===== src/rtl/wupc_div.sv =====
// ----------------------------------------------------------------------------
// wupc_div
// pipelined restoring divider, one quotient bit per stage, with sideband
// ----------------------------------------------------------------------------
`default_nettype none

module wupc_div #(
	parameter int DW = 27,
	parameter int VW = 15,
	parameter int SW = 8
) (
	input  wire logic          clk,
	input  wire logic          arst_n,
	input  wire logic          in_vld,
	input  wire logic [DW-1:0] num,
	input  wire logic [VW-1:0] den,
	input  wire logic [SW-1:0] side,
	output logic               out_vld,
	output logic [DW-1:0]      quo,
	output logic [SW-1:0]      side_out
);

	logic          vld_s  [DW+1];
	logic [VW-1:0] rem_s  [DW+1];
	logic [DW-1:0] num_s  [DW+1];
	logic [VW-1:0] den_s  [DW+1];
	logic [SW-1:0] side_s [DW+1];

	// entry of the chain
	assign vld_s[0]  = in_vld;
	assign rem_s[0]  = '0;
	assign num_s[0]  = num;
	assign den_s[0]  = den;
	assign side_s[0] = side;

	for (genvar k = 0; k < DW; k++) begin : g_stage
		logic [VW:0] trial;
		logic [VW:0] diff;
		logic        ge;

		// shift in the next dividend bit and try the subtract
		always_comb begin
			trial = {rem_s[k], num_s[k][DW-1]};
			diff  = trial - {1'b0, den_s[k]};
			ge    = trial >= {1'b0, den_s[k]};
		end

		always_ff @(posedge clk or negedge arst_n) begin
			if (!arst_n) begin
				vld_s[k+1] <= 1'b0;
			end else begin
				vld_s[k+1] <= vld_s[k];
			end
		end

		always_ff @(posedge clk) begin
			rem_s[k+1]  <= ge ? diff[VW-1:0] : trial[VW-1:0];
			num_s[k+1]  <= {num_s[k][DW-2:0], ge};
			den_s[k+1]  <= den_s[k];
			side_s[k+1] <= side_s[k];
		end
	end

	assign out_vld  = vld_s[DW];
	assign quo      = num_s[DW];
	assign side_out = side_s[DW];

endmodule

`default_nettype wire


===== config.mk =====
export PLATFORM = sky130hd
export DESIGN_NAME = wupc_div
export DESIGN_NICKNAME = d
export VERILOG_FILES = /design/src/rtl/wupc_div.sv
export SDC_FILE = /design/constraint.sdc
export NUM_CORES = 2
export LEC_CHECK = 0
export ABC_AREA = 1
export BUFFER_PORTS_ARGS = -buffer_cell sky130_fd_sc_hd__buf_2
export CAP_MARGIN = 10
export CORE_MARGIN = 5
export CORE_UTILIZATION = 60
export DETAILED_ROUTE_END_ITERATION = 8
export PLACE_DENSITY = 0.76
export SYNTH_ARGS = -nofsm -noshare
export SYNTH_HDL_FRONTEND = slang
export SYNTH_SLANG_ARGS = --single-unit

===== constraint.sdc =====
create_clock -name clk -period 2.02 [get_ports clk]
set_input_delay 0.101 -clock clk [delete_from_list [all_inputs] [get_ports clk]]
set_output_delay 0.101 -clock clk [all_outputs]
set_load 0.05 [all_outputs]

After elaboration in Yosys (flattened, before gate mapping):

Index checks and enable logic that the tools add are counted.

* bits in registers: 1752
* input bits: 53
* output and inout bits: 36
* word-level logic and storage cells: 213

* $add $sub $neg: 26
* $lt $le $gt $ge: 27
* mux-type cells: 26

Operators with widths (number)
* 16-bit by 15-bit >= comparator with 1-bit output: 26
* 15-bit two-way mux: 25
* 15-bit subtractor: 25
* 1-bit by 15-bit >= comparator with 1-bit output: 1
* 1-bit by 15-bit subtractor with 15-bit output: 1
* 1-bit two-way mux: 1

Depth between registers and ports, before layout:

* word-level depth: 2
* mapped depth: 14
* depth with buffers taken out: 13

Least setup slack after synthesis:

Ideal clock, no wire load.

* path kind: reg2reg
* start: register num_s (netlist bit g_stage[15].trial[0])
* end: register rem_s (netlist bit g_stage[16].trial[14])
* setup time: 0.113 ns
* arrival time: 1.707 ns
* data required time: 1.907 ns
* slack: 0.199 ns
* stages on the path, launching flop included: 15
* buffers on the path: 1
* clock period less this slack: 1.821 ns
* cells stage by stage: dfxtp_1 -> inv_1 -> ha_1 -> fa_1 -> inv_1 -> nand2_1 -> nand2_1 -> nand3_1 -> nand3_1 -> nand2_1 -> nand2_2 -> inv_2 -> buf_4 -> nand2_1 -> nand2_1

* cells in the longest elaborated chain, start to end: 2
* elaborated cells on any way between the ends: 3
* those cells by class: add/sub (1); order compare (1); mux (1)

Ends and longest elaborated chain
* start, declared: RTL line 25 `logic [DW-1:0] num_s [DW+1];`
* start signal, assigned by index: RTL line 58 `num_s[k+1] <= {num_s[k][DW-2:0], ge};`
* 15-bit subtractor or 16-bit by 15-bit >= comparator with 1-bit output (tied branches): RTL line 44, 45
* 15-bit two-way mux (*): RTL line 57 `rem_s[k+1] <= ge ? diff[VW-1:0] : trial[VW-1:0];`
* end signal, assigned by index: RTL line 57
* end, declared: RTL line 24 `logic [VW-1:0] rem_s [DW+1];`

Mark *: on every way between the ends. The rest lies on a longest branch, timed or not.
A chain may end at the register's enable or synchronous reset.

Final worst setup path:

* start: register den_s[240] (netlist name)
* end: register rem_s (netlist bit g_stage[12].trial[14])

* cells in the longest elaborated chain, start to end: 2
* elaborated cells on any way between the ends: 3
* those cells by class: add/sub (1); order compare (1); mux (1)

Ends and longest elaborated chain
* start, declared: RTL line 26 `logic [VW-1:0] den_s [DW+1];`
* start signal, assigned by index: RTL line 59 `den_s[k+1] <= den_s[k];`
* 15-bit subtractor or 16-bit by 15-bit >= comparator with 1-bit output (tied branches): RTL line 44, 45
* 15-bit two-way mux (*): RTL line 57

Marked as above.

==> metrics.yaml <==
placement:
  port_buffers: 88
  placed_area_sq_um: 68200
  placed_cells: 9523
  place_congestion: 0.909
  hpwl_um: 103000
logic_synthesis:
  synth.avg_cell_area_sq_um: 8.22
  netlist_instances: 7992
  muxShareOfSynthArea_pct: 0
  syn_area_sq_um: 65700
  ys_seq_elements: 1752
  synth-adder-area-share_pct: 8.23
  ys.flop_type: "dfxtp_1"
  synth_fp_nets: 8462
  ys_seq_area_share_pct: 53.6
  synth_most_common_cell: "nand2_1"
  synth-xor-area-share_pct: 1.79
  ys_top_cells_by_area: "dfxtp_1, nand2_1, inv_1, ha_1, nand3_1"
  synth_common_cells: "nand2_1, dfxtp_1, inv_1"
  synth_async_sr_flop_share_pct: 1.54
  yosysWarnings: 0
  synth_area_leader_cell: "dfxtp_1"
  synth_top_family_by_area: "simple AND/OR/NAND/NOR gates"
  synth_simple_gate_area_share_pct: 24.7
  synth-compound-area-share_pct: 2.13
  synth_top_area_share_pct: 52.6
  synth_edf_count: 0
  yosysUniqueCellTypes: 34
worst_setup_path:
  cp-end-kind: "flop"
  path_depth: 12
  start_kind: "flop"
  critPathSlowestCell: "fa_2"
  cp.required_ps: 2730
  crit_top_cell: "nand2_4"
  cpPeakStageDelay_ps: 380
  critical_path_class: "reg -> reg"
  critPathBufInv: 2
  crit_fanout: 7
  rr_worst_depth: 12
  cp_cell_sequence: "ha_4 -> fa_2 -> inv_4 -> nand2_4 -> nand2_4 -> nand3_2 -> nand3_2 -> nand2_1 -> nand2_4 -> buf_6 -> nand3_1 -> nand2_1"
  cp.arrival_ps: 2680
  crit_family: "simple AND/OR/NAND/NOR gates"
sta:
  clock.fmax_mhz: 506
  finalSetupViolations: 0
  tns_ps: 0
  worst_pin_slew_ps: 631
  grt_setup_unrepaired: "yes"
  period_needed_ps: 1970
  finClkSkew_ps: 32.9
  slew_headroom_pct: 57.8
  final-hold-violation-count: 0
  min_period_over_period_pct: 97.8
  slew_violations: 0
clock_network:
  cts_tree: "done"
  clock_latency_ps: 790
  path_clk_slew_ps: 60
  root_buffer: "clkbuf_16"
  clock_sinks: 1752
  htreeDepth: 4
  cts_buffers: 167
  clk_path_buf_depth: 3
layout:
  design_area_sq_um: 76800
  syn_to_final_growth_pct: 16.9
  nets: 8901
  antennaDiodeCount: 0
  layout-drive-gt1-share_pct: 9.93
  stdcell_count: 9980
grt:
  use_met1_pct: 30.0
  grt_pass1_vias: 47616
  grt_use_met3_pct: 3.61
  grt_max_degree: 28
  grt_pass1_wl_um: 231000
  overflow: 0
  busiest_layer: "met2"
  antenna_found_initial: 1
  grtUsageTotal_pct: 24.0
  global_route.usage.met2_pct: 42.3
power_and_ir_drop:
  leakage_nw: 40.6
  power.density_nw_per_um2: 1460
  ir_worst_vdd_uv: 851
drt:
  routed_wl_um: 144000
  vias_per_cell: 4.89
  drt_iter0_markers: 2978
  dr_total_vias: 48796
  drc: 0
  firstDrtPassIters: 6
  detail_route.wl_per_cell_um: 14.4
  drtAntennaViolNets: 0
floorplanning:
  initial_core_util_pct: 60.4
  dieArea_sq_um: 116000
  placementRows: 121
  dieWidth_um: 341
  ios: 89
  dieHeight_um: 341
  core_area_sq_um: 109000
job:
  cap_violations: 0
outcome:
  status: "completed"
hold_path:
  hold_path_class: "in -> reg"
  hold_depth: 2
-- layer usage --
layer / share of wire [%] / up-vias / wire length [um]
li1: - / 25176 / -
met1: 43 / 22093 / 61800
met2: 49 / 1200 / 70300
met3: 4.7 / 327 / 6700
met4: 3.3 / 0 / 4740
met5: 0 / - / 0
-- stage by stage --
step	utilization (%)	setup slack (ps)	power [mW]	hold WS, ps
finish	70.6	45.0	113	87.9
global route	70.6	-69.0	120	49.7
CTS	69.2	-24.9	110	5.53
detailed placement	62.6	-134	77.0	145
global placement	62.6	-95.4	76.2	109
floorplan	-	199	68.8	-195
-- registers in the layout, indices dropped and copies added, names as in the netlist --
signal and cells:
g_stage.trial 416, num_s 676, den_s 390, vld_s 26, out_vld 1, side_out 8
side_s 208, quo 27
-- final timing paths --
kind                              from                    end  slack, ps
max in group asynchronous       arst_n              vld_s[22]       1500
setup / recovery            den_s[240]  g_stage[12].trial[14]         50
hold reg to reg            side_s[181]            side_s[173]        300
hold / removal                  den[2]             den_s[392]         90
min in group asynchronous       arst_n                out_vld        320
setup reg to reg            den_s[240]  g_stage[12].trial[14]         50
-- worst reg2reg max path: stages, from the launching register on --
cell and delay (ps):
dfxtp_1 360, ha_4 190, fa_2 390, inv_4 100
nand2_4 80, nand2_4 90, nand3_2 90, nand3_2 90
nand2_1 80, nand2_4 120, buf_6 150, nand3_1 90
nand2_1 70
-- final cells by class --
| type | instances | area, sq um |
|---|---|---|
| inverter | 1489 | 5650 |
| clock buffer | 223 | 4710 |
| multi-input combinational | 4681 | 25300 |
| fill | 8305 | 32000 |
| clock inverter | 81 | 1240 |
| timing repair buffer | 340 | 2940 |
| tap | 1414 | 1770 |
| sequential | 1752 | 35200 |
-- where the power goes --
| group | internal (mW) | switching (mW) |
|---|---|---|
| clock network | 18.9 | 13.8 |
| registers | 40.3 | 3.06 |
| logic | 13.8 | 22.7 |
-- kinds of logic after synthesis --
family | after synthesis
and+or+nand+nor | 3850
AOI/OAI and AO/OA | 264
DFF | 1752
xor gates and xnor gates | 134
buffers and inverters | 1575
adders and majority gates | 417
-- timing repair --
| action | CTS | global route |
|---|---|---|
| endpoints found under the setup margin | 42 | 382 |
| cloned | 4 | 27 |
| gates resized for setup | 23 | 287 |
| hold buffers | 103 | 0 |
| hold endpoints to repair | 93 | 0 |
| pin swaps | 2 | 44 |
| buffers inserted | 1 | 18 |
-- cell usage in the layout, fill, tap and decap left out, drive strengths merged --
| cell | n |
|---|---|
| a21oi | 143 |
| and2 | 75 |
| buf | 230 |
| bufinv | 17 |
| clkbuf | 231 |
| clkinv | 36 |
| clkinvlp | 13 |
| dfrtp | 27 |
| dfxtp | 1725 |
| dlygate4sd3 | 102 |
| fa | 25 |
| ha | 392 |
| inv | 1504 |
| nand2 | 2612 |
| nand3 | 505 |
| nand3b | 50 |
| nand4 | 135 |
| nor2 | 428 |
| nor3 | 14 |
| nor4 | 2 |
| o21a | 1 |
| o21ai | 120 |
| or2 | 45 |
| xnor2 | 14 |
| xor2 | 120 |
No activity file was read; power rests on OpenSTA's default activity.
